File: src/rtl/core/integer_rank_assigner_unit_assert.svh
// ----------------------------------------------------------------------------
// integer_rank_assigner_unit assertion macros
// shared property forms for the rank assigner checks
// ----------------------------------------------------------------------------
`ifndef INTEGER_RANK_ASSIGNER_UNIT_ASSERT_SVH
`define INTEGER_RANK_ASSIGNER_UNIT_ASSERT_SVH

// same-cycle implication under synchronous active-low reset
`define IRANK_ASSERT_IMP(label, clk, rstn, ante, cons) \
    label: assert property (@(posedge clk) disable iff (!rstn) (ante) |-> (cons)) \
        else $error("irank check failed");

// next-cycle implication under synchronous active-low reset
`define IRANK_ASSERT_NXT(label, clk, rstn, ante, cons) \
    label: assert property (@(posedge clk) disable iff (!rstn) (ante) |=> (cons)) \
        else $error("irank check failed");

`endif

File: src/rtl/core/irank_pkg.sv
// ----------------------------------------------------------------------------
// irank_pkg
// shared constants and types of the integer rank assigner
// ----------------------------------------------------------------------------
package irank_pkg;

    localparam int MaxItems = 64;
    localparam int IdxW     = $clog2(MaxItems);
    localparam int CntW     = IdxW + 1;
    localparam int ValW     = 32;
    localparam int RankW    = 6;

    typedef enum logic [2:0] {
        S_LOAD,
        S_FETCH,
        S_LATCH,
        S_READ,
        S_CMP,
        S_EMIT
    } state_t;

    typedef struct packed {
        logic clear;
        logic en;
    } cmp_ctl_t;

endpackage

File: src/rtl/core/integer_rank_assigner_unit.sv
// ----------------------------------------------------------------------------
// integer_rank_assigner_unit
// ranks a set of signed 32-bit values and returns ranks in arrival order
// ----------------------------------------------------------------------------
// Values are loaded one beat per cycle, up to 64 per set; further beats are
// dropped and flagged. The beat with tlast closes the set, and the block then
// leaves ready low and emits one rank per stored value in arrival order. Each
// rank is the number of stored values strictly smaller, found by one shared
// comparator walking the store entry by entry through its single read port;
// the block loads again only after the last rank is taken. tuser flags equal
// values and a dropped load.
// ----------------------------------------------------------------------------
`include "integer_rank_assigner_unit_assert.svh"

module integer_rank_assigner_unit (
    input  logic        aclk,
    input  logic        aresetn,
    input  logic        s_tvalid,
    output logic        s_tready,
    input  logic [31:0] s_tdata,   // [31:0] value
    input  logic        s_tlast,   // is_last
    output logic        m_tvalid,
    input  logic        m_tready,
    output logic [7:0]  m_tdata,   // [5:0] rank, [7:6] zero
    output logic [1:0]  m_tuser,   // [0] duplicate_seen, [1] overflow_seen
    output logic        m_tlast    // last_rank
);

    irank_pkg::state_t                state_reg, state_next;
    logic [irank_pkg::CntW-1:0]       count_reg, count_next;
    logic                             ovf_reg, ovf_next;
    logic [irank_pkg::IdxW-1:0]       k_reg, k_next;
    logic [irank_pkg::IdxW-1:0]       j_reg, j_next;
    logic [irank_pkg::ValW-1:0]       x_reg, x_next;

    logic                             in_beat, out_beat, not_full;
    logic                             j_last, k_last;
    logic                             wr_en;
    logic [irank_pkg::IdxW-1:0]       rd_addr;
    logic [irank_pkg::ValW-1:0]       rd_data;
    irank_pkg::cmp_ctl_t              cmp_ctl;
    logic [irank_pkg::IdxW-1:0]       less_cnt;
    logic                             dup;

    assign in_beat  = s_tvalid && s_tready;
    assign out_beat = m_tvalid && m_tready;
    assign not_full = count_reg < irank_pkg::CntW'(irank_pkg::MaxItems);
    assign j_last   = {1'b0, j_reg} == count_reg - irank_pkg::CntW'(1);
    assign k_last   = {1'b0, k_reg} == count_reg - irank_pkg::CntW'(1);

    irank_store u_store (
        .aclk     (aclk),
        .wr_en    (wr_en),
        .wr_addr  (count_reg[irank_pkg::IdxW-1:0]),
        .wr_data  (s_tdata),
        .rd_addr  (rd_addr),
        .rd_data  (rd_data)
    );

    irank_cmp u_cmp (
        .aclk     (aclk),
        .ctl      (cmp_ctl),
        .ref_val  (x_reg),
        .cand_val (rd_data),
        .less_cnt (less_cnt),
        .dup      (dup)
    );

    // next state
    always_comb begin
        state_next = state_reg;
        case (state_reg)
            irank_pkg::S_LOAD: begin
                if (in_beat && s_tlast) begin
                    state_next = irank_pkg::S_FETCH;
                end
            end
            irank_pkg::S_FETCH: state_next = irank_pkg::S_LATCH;
            irank_pkg::S_LATCH: state_next = irank_pkg::S_READ;
            irank_pkg::S_READ:  state_next = irank_pkg::S_CMP;
            irank_pkg::S_CMP: begin
                state_next = j_last ? irank_pkg::S_EMIT : irank_pkg::S_READ;
            end
            irank_pkg::S_EMIT: begin
                if (out_beat) begin
                    state_next = k_last ? irank_pkg::S_LOAD : irank_pkg::S_FETCH;
                end
            end
            default: state_next = irank_pkg::S_LOAD;
        endcase
    end

    // outputs and datapath control
    always_comb begin
        s_tready      = 1'b0;
        m_tvalid      = 1'b0;
        wr_en         = 1'b0;
        rd_addr       = j_reg;
        cmp_ctl.clear = 1'b0;
        cmp_ctl.en    = 1'b0;
        count_next    = count_reg;
        ovf_next      = ovf_reg;
        k_next        = k_reg;
        j_next        = j_reg;
        x_next        = x_reg;
        case (state_reg)
            irank_pkg::S_LOAD: begin
                s_tready = 1'b1;
                k_next   = '0;
                if (in_beat) begin
                    if (not_full) begin
                        wr_en      = 1'b1;
                        count_next = count_reg + 1'b1;
                    end else begin
                        ovf_next = 1'b1;
                    end
                end
            end
            irank_pkg::S_FETCH: begin
                rd_addr = k_reg;
            end
            irank_pkg::S_LATCH: begin
                x_next        = rd_data;
                j_next        = '0;
                cmp_ctl.clear = 1'b1;
            end
            irank_pkg::S_READ: begin
                rd_addr = j_reg;
            end
            irank_pkg::S_CMP: begin
                cmp_ctl.en = 1'b1;
                j_next     = j_reg + 1'b1;
            end
            irank_pkg::S_EMIT: begin
                m_tvalid = 1'b1;
                if (out_beat) begin
                    if (k_last) begin
                        count_next = '0;
                        ovf_next   = 1'b0;
                    end else begin
                        k_next = k_reg + 1'b1;
                    end
                end
            end
            default: begin
                s_tready = 1'b0;
            end
        endcase
    end

    always_ff @(posedge aclk) begin
        if (!aresetn) begin
            state_reg <= irank_pkg::S_LOAD;
            count_reg <= '0;
            ovf_reg   <= 1'b0;
        end else begin
            state_reg <= state_next;
            count_reg <= count_next;
            ovf_reg   <= ovf_next;
        end
        k_reg <= k_next;
        j_reg <= j_next;
        x_reg <= x_next;
    end

    // result fields stay fixed for the whole emit state
    assign m_tdata = {{(8 - irank_pkg::RankW){1'b0}}, irank_pkg::RankW'(less_cnt)};
    assign m_tuser = {ovf_reg, dup};
    assign m_tlast = k_last;

    `IRANK_ASSERT_IMP(a_no_load_while_emit, aclk, aresetn, s_tready, !m_tvalid)
    `IRANK_ASSERT_IMP(a_count_in_range, aclk, aresetn, 1'b1, count_reg <= irank_pkg::CntW'(irank_pkg::MaxItems))
    `IRANK_ASSERT_NXT(a_set_done_reload, aclk, aresetn, out_beat && m_tlast, s_tready && count_reg == '0 && !ovf_reg)
    `IRANK_ASSERT_IMP(a_scan_in_set, aclk, aresetn, state_reg == irank_pkg::S_READ, {1'b0, j_reg} < count_reg)

endmodule

File: src/rtl/core/irank_store.sv
// ----------------------------------------------------------------------------
// irank_store
// arrival order value memory, one write port and one registered read port
// ----------------------------------------------------------------------------
module irank_store (
    input  logic                                aclk,
    input  logic                                wr_en,
    input  logic [irank_pkg::IdxW-1:0]          wr_addr,
    input  logic [irank_pkg::ValW-1:0]          wr_data,
    input  logic [irank_pkg::IdxW-1:0]          rd_addr,
    output logic [irank_pkg::ValW-1:0]          rd_data
);

    logic [irank_pkg::ValW-1:0] mem [irank_pkg::MaxItems];

    always_ff @(posedge aclk) begin
        if (wr_en) begin
            mem[wr_addr] <= wr_data;
        end
        rd_data <= mem[rd_addr];
    end

endmodule

File: src/rtl/core/irank_cmp.sv
// ----------------------------------------------------------------------------
// irank_cmp
// shared signed comparator with smaller-value counter and equal detector
// ----------------------------------------------------------------------------
module irank_cmp (
    input  logic                                aclk,
    input  irank_pkg::cmp_ctl_t                 ctl,
    input  logic [irank_pkg::ValW-1:0]          ref_val,
    input  logic [irank_pkg::ValW-1:0]          cand_val,
    output logic [irank_pkg::IdxW-1:0]          less_cnt,
    output logic                                dup
);

    logic [irank_pkg::IdxW-1:0] less_reg, less_next;
    logic [1:0]                 eq_reg, eq_next;
    logic                       is_less, is_eq;

    assign is_less = $signed(cand_val) < $signed(ref_val);
    assign is_eq   = cand_val == ref_val;

    always_comb begin
        less_next = less_reg;
        eq_next   = eq_reg;
        if (ctl.clear) begin
            less_next = '0;
            eq_next   = '0;
        end else if (ctl.en) begin
            if (is_less) begin
                less_next = less_reg + 1'b1;
            end
            // saturate: the value matches itself once, a second match is a duplicate
            if (is_eq && eq_reg != 2'd2) begin
                eq_next = eq_reg + 2'd1;
            end
        end
    end

    always_ff @(posedge aclk) begin
        less_reg <= less_next;
        eq_reg   <= eq_next;
    end

    assign less_cnt = less_reg;
    assign dup      = eq_reg == 2'd2;

endmodule
File: config.mk
export PLATFORM = sky130hd
export DESIGN_NAME = integer_rank_assigner_unit
export DESIGN_NICKNAME = d
export VERILOG_FILES = /design/src/rtl/core/irank_pkg.sv /design/src/rtl/core/integer_rank_assigner_unit.sv /design/src/rtl/core/irank_store.sv /design/src/rtl/core/irank_cmp.sv
export VERILOG_INCLUDE_DIRS = /design/src /design/src/rtl/core
export SDC_FILE = /design/constraint.sdc
export NUM_CORES = 2
export LEC_CHECK = 0
export BUFFER_PORTS_ARGS = -buffer_cell sky130_fd_sc_hd__buf_2
export CAP_MARGIN = 20
export CORE_ASPECT_RATIO = 0.8
export CORE_MARGIN = 2
export CORE_UTILIZATION = 50
export DETAILED_ROUTE_END_ITERATION = 7
export GPL_ROUTABILITY_DRIVEN = 0
export GPL_TIMING_DRIVEN = 1
export PLACE_DENSITY = 0.65
export SLEW_MARGIN = 20
export SYNTH_ARGS = -nofsm -noshare
export SYNTH_HDL_FRONTEND = slang
export SYNTH_SLANG_ARGS = --single-unit
File: constraint.sdc
create_clock -name aclk -period 4.1 [get_ports aclk]
set_input_delay 0.205 -clock aclk [delete_from_list [all_inputs] [get_ports aclk]]
set_output_delay 0.205 -clock aclk [all_outputs]
set_load 0.03 [all_outputs]
After elaboration in Yosys (flattened, before gate mapping)

Memory sizes are Yosys's and may differ from the RTL's. A register that Yosys moved wholly into a read port is not among the register bits.
Cells that the tools add are included.

Register bits after elaboration: 63
RAM bits: 2048
Memories kept: 1
Logic and storage cells: 76
Input port bits: 37

Equality and inequality tests: 17
Multiplexer cells: 29
$add $sub $neg: 6
Magnitude comparators: 2
Reduce and logical (&&, ||, !) cells: 13

Memories:

| memory      | depth | bits a word | read ports | clocked after memory_dff | wr ports | line              | RTL |
|---|---|---|---|---|---|---|---|
| u_store.mem | 64    | 32          | 1          | 1                        | 1        | irank_store.sv:14 | `logic [irank_pkg::ValW-1:0] mem [irank_pkg::MaxItems];` |

Operators by type and width:

| cell                                                                  | number |
|---|---|
| 32-bit equality test                                                  | 1 |
| 32-bit < comparator                                                   | 1 |
| 7-bit two-way mux                                                     | 4 |
| 6-bit case mux with 2 select lines                                    | 2 |
| 6-bit by 1-bit adder with 6-bit output, second input constant         | 3 |
| 6-bit two-way mux                                                     | 3 |
| 3-bit case mux with 6 select lines                                    | 1 |
| 2-bit != test, second input constant                                  | 8 |
| 6-bit by 7-bit equality test with 1-bit output                        | 2 |
| 1-bit two-way mux                                                     | 14 |
| 7-bit case mux with 2 select lines                                    | 1 |
| 5-bit AND reduction                                                   | 2 |
| 3-bit two-way mux                                                     | 3 |
| 7-bit by 1-bit adder with 7-bit output, second input constant         | 1 |
| 7-bit < comparator, second input constant                             | 1 |
| 7-bit by 1-bit subtractor with 7-bit output, second input constant    | 1 |
| 3-bit by 2-bit equality test with 1-bit output, second input constant | 2 |
| 3-bit equality test, second input constant                            | 2 |
| 2-bit AND reduction                                                   | 3 |
| 1-bit logical AND                                                     | 4 |
| 2-bit nonzero test                                                    | 2 |
| 3-bit by 1-bit equality test with 1-bit output, second input constant | 1 |
| 3-bit zero test                                                       | 1 |
| 3-bit AND reduction                                                   | 1 |
| 3 further kinds                                                       | 3 |

Logic depth before layout (Yosys ltp)

Depth after elaboration: 7
Mapped depth: 14
Mapped depth without buffers: 9

Cells and area by module

A second synthesis with hierarchy kept.

Cell total of the unflattened synthesis: 3705
Area, all modules: 82482.9 µm²

Modules (own cells, without submodules):

| module                     | cells an instance | area an instance (µm²) | seq. area each (µm²) | instances |
|---|---|---|---|---|
| irank_store                | 3324              | 78515.3                | 62139.6              | 1 |
| integer_rank_assigner_unit | 221               | 2706.3                 | 1541.5               | 1 |
| irank_cmp                  | 160               | 1261.2                 | 160.2                | 1 |

Worst setup path before layout

No wires, ideal clock.

Path type: flip-flop to flip-flop
Start point: register state_reg[1]
End point: memory u_store.mem[31][0] (netlist bit), enable pin
Setup time: 0.421 ns
Period minus slack after synthesis: 4.070 ns
Cell stages (with the launch flop): 8
Buffers on the path: 2
Path slack: 0.030 ns
Data required time: 3.679 ns
Arrival: 3.649 ns
Cell sequence: dfxtp_1 > clkbuf_1 > nor3_1 > and3_1 > clkbuf_1 > and2_1 > nand3_1 > nor2_1

Longest elaborated chain between the ends: 7

RTL lines:

| what                                    | line                              | RTL |
|---|---|---|
| from (decl)                             | integer_rank_assigner_unit.sv:29  | `irank_pkg::state_t state_reg, state_next;` |
| from (signal assigned)                  | integer_rank_assigner_unit.sv:153 | `state_reg <= irank_pkg::S_LOAD;` |
| from (signal assigned)                  | integer_rank_assigner_unit.sv:157 | `state_reg <= state_next;` |
| 3-bit zero test                         | integer_rank_assigner_unit.sv:106 | `case (state_reg)` |
| 1-bit two-way mux                       | integer_rank_assigner_unit.sv:106 |  |
| via s_tready                            | integer_rank_assigner_unit.sv:19  | `output logic s_tready,` |
| 1-bit logical AND                       | integer_rank_assigner_unit.sv:45  | `assign in_beat = s_tvalid && s_tready;` |
| 1-bit two-way mux                       | integer_rank_assigner_unit.sv:110 | `if (in_beat) begin` |
| 1-bit two-way mux                       | integer_rank_assigner_unit.sv:106 |  |
| 1-bit two-way mux                       | irank_store.sv:17                 | `if (wr_en) begin` |
| 1-bit two-way mux (not written as such) | irank_store.sv:18                 | `mem[wr_addr] <= wr_data;` |
| to (decl)                               | irank_store.sv:14                 |  |

The timed path passes the listed nets, and every way through them passes these cells.

Final worst setup path

Start point: register state_reg[2]
End point: register u_store.rd_data[14] (netlist bit) (read register of u_store.mem)

Longest elaborated chain between the ends: 2

RTL lines:

| what                                           | line                              | RTL |
|---|---|---|
| 3-bit by 1-bit equality test with 1-bit output | integer_rank_assigner_unit.sv:106 |  |
| 6-bit two-way mux                              | integer_rank_assigner_unit.sv:106 |  |
| to (decl)                                      | irank_store.sv:11                 | `output logic [irank_pkg::ValW-1:0] rd_data` |

No other way between the ends.
A chain may end at the register's enable or synchronous reset.

==> metrics.md <==
| Metric | Value |
|---|---|
| CP arrival | 4.65 ns |
| Synth Warn # | 0 |
| Initial antenna violation count | 12 |
| CP Capture Type | register |
| Nets | 5584 |
| Leak | 31.78 nW |
| Share of cells above drive strength 1 | 0.1502 |
| Tot GR Track Use | 0.3115 |
| Via count | 52.14k |
| RSZ-0062 raised after global routing | no |
| Worst setup path startpoint | state_reg[2]$_SDFFE_PN0P_ |
| Vias per cell | 6.567 |
| Most frequent cell after synthesis | edfxtp_1 |
| Slew Limit Headroom | 0.1932 |
| Vias in the first global route | 48.07k |
| Die H | 372.0 um |
| Hold-fix buffers at CTS | 7 |
| Max Fclk | 0.2585 GHz |
| Synth top area share | 0.7421 |
| Min cycle time layout | 3.869 ns |
| Top post-synthesis cells by count | 2092 x edfxtp_1, 919 x nand2_1, 413 x nand3_1 |
| CP max FO | 18 |
| Clk sinks | 2143 |
| Seq/Total Area, Yosys | 0.7541 |
| CTS tree | yes |
| CP Launch Type | register |
| Status | finished clean |
| Number of buffers created by CTS | 193 |
| Setup TNS | 0 ns |
| Area contributors post-synth | edfxtp_1 74%, mux4_2 4.2%, nand2_1 4.1% |
| CTS max path bufs | 3 |
| Mean post-synth cell area | 16.04 um2 |
| CTS root buffer | clkbuf_16 |
| FF+latch count, synth | 2143 |
| MaxCap Viol Count | 0 |
| Hold Crit Class | in2reg |
| Largest net degree at the start of global routing | 85 |
| Power per cell area | 704.1 nW/um2 |
| Postcts setup bufs | 0 |
| Async set-reset flop share out of synthesis | 0 |
| Port bufs | 47 |
| Total Wirelength | 271300 um |
| Worst-Margin Slew | 1.185 ns |
| Fin Clk Skew | 0.03583 ns |
| Main synth FF type | edfxtp_1 |
| Area growth, synth to finish | 13.22% |
| RR Startpoint | state_reg[2]$_SDFFE_PN0P_ |
| CP required | 4.88 ns |
| Setup-failing EPs final | 0 |
| Post-DP HPWL | 155200 um |
| Max reg flops | 2048 |
| Grt ovf | 0 |
| GRT Max-Usage Layer | met2 |
| Critical path class | reg2reg |
| DR iter-0 viols | 9148 |
| Netlist cell types | 78 |
| Met1 GRT Util | 0.4502 |
| Core ar. | 168700 um2 |
| Detail Route Antenna Nets | 0 |
| Clock transition at path regs | 0.07 ns |
| Drt first pass iters | 6 |
| Post-synth EDFFs | 2092 |
| Synth area leader | edfxtp_1 |
| Starting Density | 0.5017 |
| Hold Vio Cnt, Final | 0 |
| Worst-skew pair later-pin latency | 0.85 ns |
| # IOs | 50 |
| First-pass GRT wire length | 376000 um |
| VDD IR max | 0.5440 mV |
| Fin util | 0.5680 |
| Die ar. | 172600 um2 |
| Cell count after synthesis | 5278 |
| Met2 usage | 0.4550 |
| Max Slew Vio Count | 0 |
| Rows | 135 |
| Die X | 464.0 um |
| Htree depth | 4 |
| DR WL/cell | 34.17 um |
| Met3 Usage GRT | 0.08364 |
| Cell area after synthesis | 84660 um2 |
| DRC viols | 0 |
| Hold Crit Start | s_tdata[7] |
| Post-CTS resize count | 0 |
| Crit share post-route | 0.9437 |
[path summary, 6_finish.rpt]
kind,endpoint,slack (ns),depth (start not counted)
worst min register to register,x_reg[8]$_DFFE_PP_,0.52,0
worst max register to register,u_store.rd_data[14]$_DFF_P_,0.23,9
worst max-delay path,u_store.rd_data[14]$_DFF_P_,0.23,9
worst min-delay path,u_store.mem[32][7]$_DFFE_PP_,0.11,1
[cells in the final DEF, fill, tap and decap left out, drive strengths merged, types with 8 or more instances in the layout]
cell            n
edfxtp       2092
nand2         921
nand3         413
buf           319
mux2i         307
clkbuf        263
mux4          158
nor2          138
a21oi          90
clkinv         81
inv            80
a211oi         78
a31oi          70
dfxtp          51
nand4          49
o2111ai        43
a311oi         39
ha             38
o21ai          35
a221oi         34
a32oi          27
a22oi          26
dlygate4sd3    26
or3            24
o211ai         21
nor3           19
o22ai          19
xnor2          16
mux2           14
or4            12
xor2           10
nor4           10
nor3b           9
o221ai          9
nand2b          8
nand3b          8
a22o            8
bufinv          8
[routing by layer]
| layer | vias to the layer above | routed length (um) |
|---|---|---|
| li1 | 20980 | - |
| met1 | 26630 | 104500 |
| met5 | - | 104 |
| met3 | 598 | 38230 |
| met4 | 10 | 10730 |
| met2 | 3920 | 117800 |
[stage by stage]
step	setup WS, ns	area (um2)	cells	total power [mW]	hold slack, ns
final	0.2308	95850	7939	67.49	0.1115
after global routing	0.1915	95840	7935	69.59	0.1603
after CTS	0.3904	95560	7912	66.99	0.07703
after detailed placement	0.3989	89500	7546	49.74	0.4673
after global placement	0.3921	89500	7546	49.57	0.4481
after floorplan	0.02998	84660	5279	40.81	0.3039
[cells by family after synthesis]
family,count (synthesis),synth area share
fa+ha+maj,38,0.005616
buf+inv,388,0.02347
other cells,1,0.00004430
flops,2143,0.7541
xor+xnor,29,0.003488
compound gates,556,0.04796
mux,479,0.08037
simple gates,1644,0.08492
[critical path, stage by stage (launching register included)]
cell	delay (ns)
dfxtp_1	0.35
or3b_4	0.58
buf_4	0.26
a21oi_4	0.56
buf_4	0.29
nand2_1	0.28
o221ai_1	0.29
a31oi_1	0.11
nor3_1	0.85
or3_1	0.20
[where the power goes]
| group | total, mW | internal, mW | switching [mW] |
|---|---|---|---|
| sequential | 25.4 | 24.7 | 0.687 |
| clock | 17.5 | 9.56 | 7.96 |
| combinational | 24.6 | 8.58 | 16.0 |
[cell type report]
cell class / count / area, um2
clock inverters: 96 / 668.1
clock buffers: 263 / 5321
flip-flops and latches: 2143 / 63840
diodes: 6 / 15.01
fillers: 12770 / 72890
well taps: 2260 / 2828
multi-input cells: 2748 / 19480
repair buffers: 345 / 3406
inverters: 78 / 292.8
Power figures use the tool's default switching activity.
